==> src/ppc_pkg.sv <==
package ppc_pkg;

    localparam int unsigned VALUE_W         = 24;
    localparam int unsigned DIGIT_W         = 4;
    localparam int unsigned NUM_DIGITS      = 8;
    localparam int unsigned NUM_PAIRS       = NUM_DIGITS / 2;
    localparam int unsigned LEN_W           = 3;
    localparam int unsigned QUOT_W          = 11;
    localparam int unsigned HALF_W          = 14;
    localparam int unsigned PAIR_W          = 7;
    localparam int unsigned SIEVE_DEPTH_DEF = 1048576;

    localparam logic [HALF_W-1:0]  TEN_K   = 14'd10000;
    localparam logic [PAIR_W-1:0]  HUNDRED = 7'd100;
    localparam logic [DIGIT_W-1:0] TEN     = 4'd10;

    // floor(v / d) = (v * m) >> s over the whole input range of each step
    localparam logic [24:0]        RECIP_10K    = 25'd27487791;
    localparam int unsigned        RECIP_10K_SH = 38;
    localparam logic [HALF_W-1:0]  RECIP_100    = 14'd10486;
    localparam int unsigned        RECIP_100_SH = 20;
    localparam logic [7:0]         RECIP_10     = 8'd205;
    localparam int unsigned        RECIP_10_SH  = 11;

    typedef logic [VALUE_W-1:0] value_t;
    typedef logic [NUM_DIGITS-1:0][DIGIT_W-1:0] digits_t;

    typedef struct packed {
        logic   en;
        value_t addr;
    } map_rd_t;

    localparam value_t POW10 [NUM_DIGITS] = '{
        24'd1, 24'd10, 24'd100, 24'd1000,
        24'd10000, 24'd100000, 24'd1000000, 24'd10000000
    };

    function automatic logic [QUOT_W-1:0] div_10k(value_t v);
        logic [VALUE_W+25-1:0] p;
        p = v * RECIP_10K;
        return p[RECIP_10K_SH+QUOT_W-1:RECIP_10K_SH];
    endfunction

    function automatic logic [HALF_W-1:0] rem_10k(value_t v, logic [QUOT_W-1:0] q);
        value_t p;
        p = value_t'(q) * value_t'(TEN_K);
        p = v - p;
        return p[HALF_W-1:0];
    endfunction

    function automatic logic [PAIR_W-1:0] div_100(logic [HALF_W-1:0] x);
        logic [2*HALF_W-1:0] p;
        p = x * RECIP_100;
        return p[RECIP_100_SH+PAIR_W-1:RECIP_100_SH];
    endfunction

    function automatic logic [PAIR_W-1:0] rem_100(logic [HALF_W-1:0] x,
                                                  logic [PAIR_W-1:0] h);
        logic [HALF_W-1:0] p;
        p = HALF_W'(h) * HALF_W'(HUNDRED);
        p = x - p;
        return p[PAIR_W-1:0];
    endfunction

    function automatic logic [DIGIT_W-1:0] div_10(logic [PAIR_W-1:0] x);
        logic [PAIR_W+8-1:0] p;
        p = x * RECIP_10;
        return p[RECIP_10_SH+DIGIT_W-1:RECIP_10_SH];
    endfunction

    function automatic logic [DIGIT_W-1:0] rem_10(logic [PAIR_W-1:0] x,
                                                  logic [DIGIT_W-1:0] t);
        logic [PAIR_W-1:0] p;
        p = PAIR_W'(t) * PAIR_W'(TEN);
        p = x - p;
        return p[DIGIT_W-1:0];
    endfunction

    // number of decimal digits minus one
    function automatic logic [LEN_W-1:0] digit_len_m1(value_t v);
        logic [LEN_W-1:0] n;
        n = '0;
        for (int k = 1; k < NUM_DIGITS; k++) begin
            if (v >= POW10[k]) begin
                n = n + 1'b1;
            end
        end
        return n;
    endfunction

    function automatic logic pal_check(digits_t d, logic [LEN_W-1:0] nm1);
        logic ok;
        ok = 1'b1;
        for (int k = 0; k < NUM_DIGITS; k++) begin
            if ((LEN_W'(k) <= nm1) && (d[LEN_W'(k)] != d[nm1 - LEN_W'(k)])) begin
                ok = 1'b0;
            end
        end
        return ok;
    endfunction

endpackage

==> src/ppc_value_if.sv <==
interface ppc_value_if;
    import ppc_pkg::*;

    logic   valid;
    logic   ready;
    value_t value;

    modport source (output valid, output value, input ready);
    modport sink (input valid, input value, output ready);

endinterface

==> src/ppc_result_if.sv <==
interface ppc_result_if;

    logic valid;
    logic ready;
    logic is_prime;
    logic is_palindrome;
    logic out_of_range;

    modport source (
        output valid, output is_prime, output is_palindrome, output out_of_range,
        input ready
    );
    modport sink (
        input valid, input is_prime, input is_palindrome, input out_of_range,
        output ready
    );

endinterface

==> src/ppc_query_pipe.sv <==
module ppc_query_pipe #(
    parameter int unsigned SIEVE_DEPTH = ppc_pkg::SIEVE_DEPTH_DEF
) (
    input  logic             clk,
    input  logic             rst_n,
    ppc_value_if.sink        query,
    ppc_result_if.source     result,
    output ppc_pkg::map_rd_t map_rd,
    input  logic             map_bit,
    input  logic             sieve_done
);
    import ppc_pkg::*;

    localparam int unsigned      NUM_STAGES = 7;
    localparam logic [VALUE_W:0] DEPTH_X    = (VALUE_W+1)'(SIEVE_DEPTH);

    typedef struct packed {
        logic [LEN_W-1:0] len_m1;
        logic             oor;
        logic             prime;
    } flags_t;

    logic [NUM_STAGES-1:0]               v_reg, v_next, en;
    logic                                accept;
    logic                                in_oor;
    flags_t                              f_reg [NUM_STAGES-1];
    value_t                              val0_reg;
    logic [QUOT_W-1:0]                   q0_reg;
    logic [HALF_W-1:0]                   a1_reg, b1_reg, a2_reg, b2_reg;
    logic [PAIR_W-1:0]                   ha2_reg, hb2_reg;
    logic [NUM_PAIRS-1:0][PAIR_W-1:0]    pair3_reg, pair4_reg;
    logic [NUM_PAIRS-1:0][DIGIT_W-1:0]   tens4_reg;
    digits_t                             dig5_reg;
    logic                                prime6_reg, pal6_reg, oor6_reg;

    always_comb
    begin
        en[NUM_STAGES-1] = !v_reg[NUM_STAGES-1] || result.ready;
        for (int k = NUM_STAGES - 2; k >= 0; k--)
        begin
            en[k] = !v_reg[k] || en[k+1];
        end
    end

    assign query.ready = sieve_done && en[0];
    assign accept      = query.valid && query.ready;
    assign in_oor      = ({1'b0, query.value} >= DEPTH_X);

    assign map_rd.en   = en[0];
    assign map_rd.addr = query.value;

    always_comb
    begin
        v_next[0] = en[0] ? accept : v_reg[0];
        for (int k = 1; k < NUM_STAGES; k++)
        begin
            v_next[k] = en[k] ? v_reg[k-1] : v_reg[k];
        end
    end

    always_ff @(posedge clk or negedge rst_n)
    begin
        if (!rst_n)
        begin
            v_reg <= '0;
        end
        else
        begin
            v_reg <= v_next;
        end
    end

    always_ff @(posedge clk)
    begin
        if (en[0])
        begin
            val0_reg <= query.value;
            q0_reg   <= div_10k(query.value);
            f_reg[0] <= '{len_m1: digit_len_m1(query.value),
                          oor:    in_oor,
                          prime:  (query.value >= VALUE_W'(2)) && !in_oor};
        end
        if (en[1])
        begin
            a1_reg   <= HALF_W'(q0_reg);
            b1_reg   <= rem_10k(val0_reg, q0_reg);
            f_reg[1] <= '{len_m1: f_reg[0].len_m1,
                          oor:    f_reg[0].oor,
                          prime:  f_reg[0].prime && !map_bit};
        end
        if (en[2])
        begin
            a2_reg   <= a1_reg;
            b2_reg   <= b1_reg;
            ha2_reg  <= div_100(a1_reg);
            hb2_reg  <= div_100(b1_reg);
            f_reg[2] <= f_reg[1];
        end
        if (en[3])
        begin
            pair3_reg <= {ha2_reg, rem_100(a2_reg, ha2_reg),
                          hb2_reg, rem_100(b2_reg, hb2_reg)};
            f_reg[3]  <= f_reg[2];
        end
        if (en[4])
        begin
            pair4_reg <= pair3_reg;
            for (int k = 0; k < NUM_PAIRS; k++)
            begin
                tens4_reg[k] <= div_10(pair3_reg[k]);
            end
            f_reg[4] <= f_reg[3];
        end
        if (en[5])
        begin
            for (int k = 0; k < NUM_PAIRS; k++)
            begin
                dig5_reg[2*k+1] <= tens4_reg[k];
                dig5_reg[2*k]   <= rem_10(pair4_reg[k], tens4_reg[k]);
            end
            f_reg[5] <= f_reg[4];
        end
        if (en[6])
        begin
            prime6_reg <= f_reg[5].prime;
            pal6_reg   <= pal_check(dig5_reg, f_reg[5].len_m1);
            oor6_reg   <= f_reg[5].oor;
        end
    end

    assign result.valid         = v_reg[NUM_STAGES-1];
    assign result.is_prime      = prime6_reg;
    assign result.is_palindrome = pal6_reg;
    assign result.out_of_range  = oor6_reg;

`ifndef SYNTHESIS
    a_empty_before_sieve: assert property (@(posedge clk) disable iff (!rst_n)
        !sieve_done |-> (v_reg == '0))
        else $error("beat in flight before sieve done");

    a_result_after_sieve: assert property (@(posedge clk) disable iff (!rst_n)
        result.valid |-> sieve_done)
        else $error("result before sieve done");

    a_prime_in_range: assert property (@(posedge clk) disable iff (!rst_n)
        (result.valid && result.is_prime) |-> !result.out_of_range)
        else $error("prime reported out of range");
`endif

endmodule

==> src/flat_wrapper.sv <==
// flat-port wrapper written by rule: the top's interface ports become plain ports
module ppc_query_pipe_flat import ppc_pkg::*;
#(
    parameter int unsigned SIEVE_DEPTH = ppc_pkg::SIEVE_DEPTH_DEF
)
  (clk, rst_n, map_rd, map_bit, sieve_done, query_valid, query_value, query_ready, result_valid, result_is_prime, result_is_palindrome, result_out_of_range, result_ready);
  ppc_value_if query_i ();
  ppc_result_if result_i ();
  input  logic clk;
  input  logic rst_n;
  output ppc_pkg::map_rd_t map_rd;
  input  logic map_bit;
  input  logic sieve_done;
  input wire logic [$bits(query_i.valid)-1:0] query_valid;
  input wire logic [$bits(query_i.value)-1:0] query_value;
  output wire logic [$bits(query_i.ready)-1:0] query_ready;
  output wire logic [$bits(result_i.valid)-1:0] result_valid;
  output wire logic [$bits(result_i.is_prime)-1:0] result_is_prime;
  output wire logic [$bits(result_i.is_palindrome)-1:0] result_is_palindrome;
  output wire logic [$bits(result_i.out_of_range)-1:0] result_out_of_range;
  input wire logic [$bits(result_i.ready)-1:0] result_ready;
  assign query_i.valid = query_valid;
  assign query_i.value = query_value;
  assign query_ready = query_i.ready;
  assign result_valid = result_i.valid;
  assign result_is_prime = result_i.is_prime;
  assign result_is_palindrome = result_i.is_palindrome;
  assign result_out_of_range = result_i.out_of_range;
  assign result_i.ready = result_ready;
  ppc_query_pipe #(.SIEVE_DEPTH(SIEVE_DEPTH)) u_core (.clk(clk), .rst_n(rst_n), .query(query_i), .result(result_i), .map_rd(map_rd), .map_bit(map_bit), .sieve_done(sieve_done));
endmodule
==> config.mk <==
export PLATFORM = sky130hd
export DESIGN_NAME = ppc_query_pipe_flat
export DESIGN_NICKNAME = d
export VERILOG_FILES = /design/src/ppc_pkg.sv /design/src/ppc_value_if.sv /design/src/ppc_result_if.sv /design/src/ppc_query_pipe.sv /design/src/flat_wrapper.sv
export SDC_FILE = /design/constraint.sdc
export NUM_CORES = 1
export LEC_CHECK = 0
export BUFFER_PORTS_ARGS = -buffer_cell sky130_fd_sc_hd__buf_2
export CAP_MARGIN = 20
export CORE_MARGIN = 3
export CORE_UTILIZATION = 36
export DETAILED_ROUTE_END_ITERATION = 6
export GPL_TIMING_DRIVEN = 1
export PLACE_DENSITY = 0.56
export SYNTH_ARGS = -nofsm -noshare
export SYNTH_HDL_FRONTEND = slang
export SYNTH_SLANG_ARGS = --single-unit
==> constraint.sdc <==
create_clock -name clk -period 12.6 [get_ports clk]
set_clock_uncertainty 0.1 [all_clocks]
set_input_delay 1.26 -clock clk [delete_from_list [all_inputs] [get_ports clk]]
set_output_delay 1.26 -clock clk [all_outputs]
set_load 0.005 [all_outputs]
After elaboration in Yosys (flattened, before gate mapping)
Memories as Yosys holds them, arrays and structs flattened.
Index checks and enable logic that the tools add are counted.
{ "word_totals": {"register_bits": 180, "ram_bits": 30, "output_inout_bits": 30, "inputBits": 30, "memories": 1, "word_cells": 178} }
{ "memory_table": {"columns": ["name", "depth", "width", "rd", "rd_ports_with_merged_regs", "wr", "line_no", "text"], "rows": [
  ["u_core.f_reg", 6, 5, 6, 0, 6, "ppc_query_pipe.sv:26", "flags_t f_reg [NUM_STAGES-1];"]
]} }
{ "classes": {"n_mux": 43, "n_addsub": 20, "n_mul": 14, "magnitude_cmp": 25, "n_reduce_logical": 29, "eq_ne": 8} }
{ "op_table": {"columns": ["cell", "count"], "rows": [
  ["binary-select mux 4 bit (select 3 bit)", 8],
  ["multiplier 7 x 8 -> 15 bit (second input constant)", 4],
  ["multiplier 24 x 25 -> 49 bit (second input constant)", 1],
  ["two-way mux 3 bit", 13],
  ["less-than comparator 3 x 4 -> 1 bit (second input constant)", 8],
  ["two-way mux 4 bit", 8],
  ["multiplier 14 x 13 -> 26 bit (second input constant)", 1],
  ["greater-or-equal comparator 24 x 10 -> 1 bit (second input constant)", 1],
  ["greater-or-equal comparator 24 x 14 -> 1 bit (second input constant)", 1],
  ["greater-or-equal comparator 24 x 17 -> 1 bit (second input constant)", 1],
  ["greater-or-equal comparator 24 x 2 -> 1 bit (second input constant)", 1],
  ["greater-or-equal comparator 24 x 20 -> 1 bit (second input constant)", 1],
  ["greater-or-equal comparator 24 x 21 -> 1 bit (second input constant)", 1],
  ["greater-or-equal comparator 24 bit (second input constant)", 1],
  ["greater-or-equal comparator 24 x 4 -> 1 bit (second input constant)", 1],
  ["greater-or-equal comparator 24 x 7 -> 1 bit (second input constant)", 1],
  ["multiplier 11 x 13 -> 24 bit (second input constant)", 1],
  ["adder 3 x 1 -> 3 bit (second input constant)", 6],
  ["multiplier 4 x 3 -> 3 bit (second input constant)", 4],
  ["!= test 4 bit", 4],
  ["!= test 4 bit (first input constant)", 4],
  ["subtractor 4 bit", 4],
  ["multiplier 7 x 5 -> 5 bit (second input constant)", 2],
  ["two-way mux 1 bit", 14],
  ["other kinds (13)", 48]
]} }

Longest topological paths before layout
{ "logic_depth": {"word_depth": 27, "depth_mapped": 24, "ltp_nobuf": 23} }

Worst setup path after synthesis
Ideal clock, no wire load.
{ "synth_timing": {"path_type": "in2reg", "startpoint": "in query_value[13]", "endpoint": "reg u_core.q0_reg[6] (data pin)", "n_path_buf": 0, "setup_slack_ns": 5.433, "setup_time_ns": 0.260, "t_arrival_ns": 6.807, "path_stages": 21, "required_time_ns": 12.240, "cell_sequence": "inv_1 ha_1 inv_1 fa_1 fa_1 inv_1 fa_1 fa_1 inv_1 fa_1 fa_1 inv_1 ha_1 a211oi_1 o22ai_1 nor4_1 o21ai_1 o311ai_2 a21boi_1 o31a_1 xor2_1"} }
{ "synth_via": {"elab_chain_len": 1} }
{ "synth_lines": {"columns": ["element", "line_no", "text"], "rows": [
  ["start: declaration", "flat_wrapper.sv:15", "input wire logic [$bits(query_i.value)-1:0] query_value;"],
  ["multiplier 24 x 25 -> 49 bit", "ppc_pkg.sv:40", "p = v * RECIP_10K;"],
  ["end signal: assignment", "ppc_query_pipe.sv:78", "q0_reg <= div_10k(query.value);"],
  ["end: declaration", "ppc_query_pipe.sv:28", "logic [QUOT_W-1:0] q0_reg;"]
]} }
Every way passes these cells.
A chain may end at the register's enable or synchronous reset.

Worst setup path in the final report
{ "layout_timing": {"startpoint": "in query_value[9]", "endpoint": "reg u_core.q0_reg[6] (data pin)"} }
Same word-level chain as after synthesis.

==> parameters.txt <==
Parameter                              Value

Outcome
  Status    finished clean

Place
  Port Buffers    59
  Last weighted congestion value of the routability-driven placer    roughly 0.95
  Final HPWL DP    58950 µm

CTS
  Post-CTS Setup Inserts    0
  Root buffer cell    sky130_fd_sc_hd__clkbuf_16
  CTS tree    done
  Clock transition at the registers of the reported paths    about 0.060 ns
  Number of buffers on the longest clock path    3
  Number of H-tree levels    1
  Number of buffers added to fix hold violations after cts    0
  Total clock buffers created by CTS    24
  Clock tree sinks    204
  Post-cts sizing count    0
  Worst skew pair latency    0.54 ns

Timing
  Fin crit share    0.6074
  Unrepaired setup endpoints after global routing    no
  Transition at the pin with the smallest max-transition slack    between 1 and 1.5 ns
  Fin crit period    7.653 ns
  Summed negative setup slack over all endpoints    0 ns
  Relative slew slack    0.3163
  Slew Viols, Final    0
  Max frequency    approximately 130 MHz
  Setup violators final    0
  Final Hold Viols    0

Finish
  Signed area change from the synthesized netlist to the final layout    7.374%
  Layout cells sized above 1    0.06022
  Fin nets    between 3000 and 4000
  Max FFs per register    31
  FILL cells    between 7000 and 8000
  Sequential standard cell area    a little over 6000 µm²
  Area of the multi-input gates    20350 µm²

Synthesis
  Leading post-synthesis cells by cell area    sky130_fd_sc_hd__ha_1 (27%), sky130_fd_sc_hd__fa_1 (26%), sky130_fd_sc_hd__edfxtp_1 (20%)
  Multiplexer area fraction after synthesis    0.02798
  Basic-gate share of the synthesized area counting and, or, nand and nor cells    0.04150
  Yosys top cell by area    sky130_fd_sc_hd__ha_1
  Fraction of the yosys area taken by sequential cells    0.2070
  Cell Area, Synth    a little under 30000 µm²
  Most repeated cell in the gate-level netlist after synthesis    sky130_fd_sc_hd__inv_1
  Xor and xnor area share after synthesis    0.03508
  Fraction of the mapped netlist area in compound gates    0.05647
  Main combinational cell family by area after synthesis    adder cells
  Nets in the synthesized netlist    about 3700
  Syn. warnings    0
  Average cell area after synthesis    11.24 µm²
  Fraction of synthesized cell area taken by the top area cell type    0.2688
  Cell types with the highest counts after synthesis    sky130_fd_sc_hd__inv_1 (723), sky130_fd_sc_hd__ha_1 (632), sky130_fd_sc_hd__fa_1 (385)
  Adder and majority cell fraction of the synthesized area    0.5307
  Async S/R FF share, synth    0.03431
  Syn Inst Count    around 2600
  Count of flip-flops with a built-in enable after synthesis    197
  Library cells used by synthesis    86
  Number of synthesized register bits    between 200 and 250
  Most frequently used flop master after synthesis    sky130_fd_sc_hd__edfxtp_1

Worst setup path
  Arrival @ worst endpoint    ~7.8 ns
  Launching element of the worst setup path    query_value[9]
  Crit Path Max Fanout    16
  CP top delay family    adder cells
  Data required time of the critical path    approximately 13 ns
  Critical Setup Path Class    in2reg
  Kind of end point of the critical path    flop
  Crit path top cell by count    sky130_fd_sc_hd__fa_1
  List of cells traversed by the critical path    buf_2 -> inv_1 -> ha_1 -> inv_1 -> fa_1 -> fa_1 -> fa_1 -> inv_1 -> fa_1 -> fa_1 -> inv_1 -> fa_1 -> inv_1 -> ha_1 -> a21oi_1 -> nand2_1 -> nor4_1 -> o21ai_1 -> o311ai_2 -> a21boi_1 -> o31a_1 -> xor2_1
  Delay of the slowest critical-path stage    about 0.58 ns
  Worst setup SP type    primary input
  R2r startpoint    u_core.a1_reg[2]
  Worst path buffer plus inverter count    6
  Standard cell with the maximum stage delay on the critical path    sky130_fd_sc_hd__fa_1

Min path
  Hold Path Origin    u_core.pair4_reg[21]
  Hold Crit Class    reg2reg

Floorplanning
  Io pins    60
  Cell row count    about 100
  Starting density of the core    0.3641
  Total die area    roughly 85000 µm²
  Die height    between 200 and 300 µm
  Total core area    approximately 81000 µm²
  Floorplan die width    around 290 µm

Routing
  Starting DRT DRC Count    between 700 and 800
  Routed vias    approximately 18000
  Total wire length after detailed routing    a little under 70000 µm
  DRC violations left    0
  Routed wirelength normalized by instance count    around 18 µm
  Post-detailed-route count of antenna-violating nets    0
  DRT Pass-1 Iters    5
  DR vias/cell    ~5

GRT
  Initial antenna violation count    2
  Maximum number of pins on one net before global-route repair    approximately 40
  Vias in the first global route    approximately 20000
  Global-route congestion overflow total    0
  Combined global-route utilization of all metal layers    0.1645
  Global-route wire length before repair    around 110000 µm

Run
  Max-capacitance violation count    0
## path summary, 6_finish.rpt
path | to | slack, ns | cells after the start
max | u_core.q0_reg[6] | 4.95 | 22
max reg2reg | u_core.ha2_reg[3] | 7.17 | 18
max in group asynchronous | u_core.v_reg[3] | 11.76 | 1
min | u_core.dig5_reg[24] | 0.31 | 0
min in group asynchronous | u_core.v_reg[6] | 0.46 | 1
min reg2reg | u_core.dig5_reg[24] | 0.31 | 0
## metrics by stage
stage / util / instance area, µm² / hold WS [ns] / std cells / setup slack, ns
floorplan: - / 29420 / 0.3003 / 2617 / 5.433
global placement: 0.3818 / 30850 / 0.3013 / 3709 / 4.501
detailed placement: 0.3818 / 30850 / 0.3045 / 3709 / 4.431
CTS: 0.3908 / 31580 / 0.3177 / 3749 / 4.998
global route: 0.3909 / 31590 / 0.3205 / 3750 / 4.623
finish: 0.3910 / 31590 / 0.3139 / 3752 / 4.947
## layout by cell type (no fill, tap or decap), types with 9 or more instances in the layout
| cell type | Yosys | final |
|---|---|---|
| sky130_fd_sc_hd__nand2b_1 | 14 | 14 |
| sky130_fd_sc_hd__nor2_1 | 58 | 58 |
| sky130_fd_sc_hd__clkbuf_16 | 0 | 24 |
| sky130_fd_sc_hd__a21o_1 | 34 | 34 |
| sky130_fd_sc_hd__o21a_1 | 14 | 14 |
| sky130_fd_sc_hd__nand4_1 | 18 | 18 |
| sky130_fd_sc_hd__nor3_1 | 19 | 19 |
| sky130_fd_sc_hd__nand2_1 | 43 | 43 |
| sky130_fd_sc_hd__a31oi_1 | 11 | 11 |
| sky130_fd_sc_hd__edfxtp_1 | 197 | 197 |
| sky130_fd_sc_hd__nand3_1 | 19 | 19 |
| sky130_fd_sc_hd__o21ai_0 | 18 | 18 |
| sky130_fd_sc_hd__a21oi_1 | 60 | 60 |
| sky130_fd_sc_hd__xor2_1 | 32 | 32 |
| sky130_fd_sc_hd__fa_1 | 385 | 385 |
| sky130_fd_sc_hd__mux4_2 | 28 | 28 |
| sky130_fd_sc_hd__a211oi_1 | 9 | 9 |
| sky130_fd_sc_hd__mux2i_1 | 14 | 14 |
| sky130_fd_sc_hd__ha_1 | 632 | 632 |
| sky130_fd_sc_hd__nor2b_1 | 15 | 15 |
| sky130_fd_sc_hd__buf_2 | 5 | 59 |
| sky130_fd_sc_hd__or2_2 | 10 | 10 |
| sky130_fd_sc_hd__o21ai_1 | 26 | 26 |
| sky130_fd_sc_hd__xnor2_1 | 77 | 77 |
| sky130_fd_sc_hd__inv_1 | 723 | 723 |
## cells by family after synthesis
family                   count (synthesis)
AO/OA/AOI/OAI                          242
XOR/XNOR                               113
AND/OR/NAND/NOR                        232
flip-flops                             204
multiplexers                            46
adder cells (fa/ha/maj)               1017
buffers and inverters                  763
## worst reg2reg max path: cells and delay by family (launching register included)
kind                       cells  cell delay [ns]
AOI/OAI and AO/OA              6             1.07
xor gates and xnor gates       1             0.07
adders and majority gates      6             2.63
buffers and inverters          4             0.24
DFF                            1             0.55
and+or+nand+nor                1             0.51
## area by class of cell
type / count / share of cell area
antenna: 2 / 0.0001584
clock buffer: 28 / 0.01949
clock inverter: 12 / 0.003485
inverter: 729 / 0.08661
multi-input combinational: 1650 / 0.6442
sequential: 204 / 0.1928
tap: 1060 / 0.04198
timing repair buffer: 67 / 0.01125
## metal layers
metal / up-vias / wire length [µm] / track usage / part of all wire
met1: 9164 / 29800 / 0.2116 / 0.44
met2: 350 / 33780 / 0.2913 / 0.50
met5: - / 0 / 0 / 0
li1: 8628 / - / - / -
met4: 0 / 1523 / 0.03516 / 0.022
met3: 101 / 3110 / 0.02730 / 0.046
Power is not shown: default switching activity piles up to over one toggle a cycle in this logic, so the estimate is an artifact.
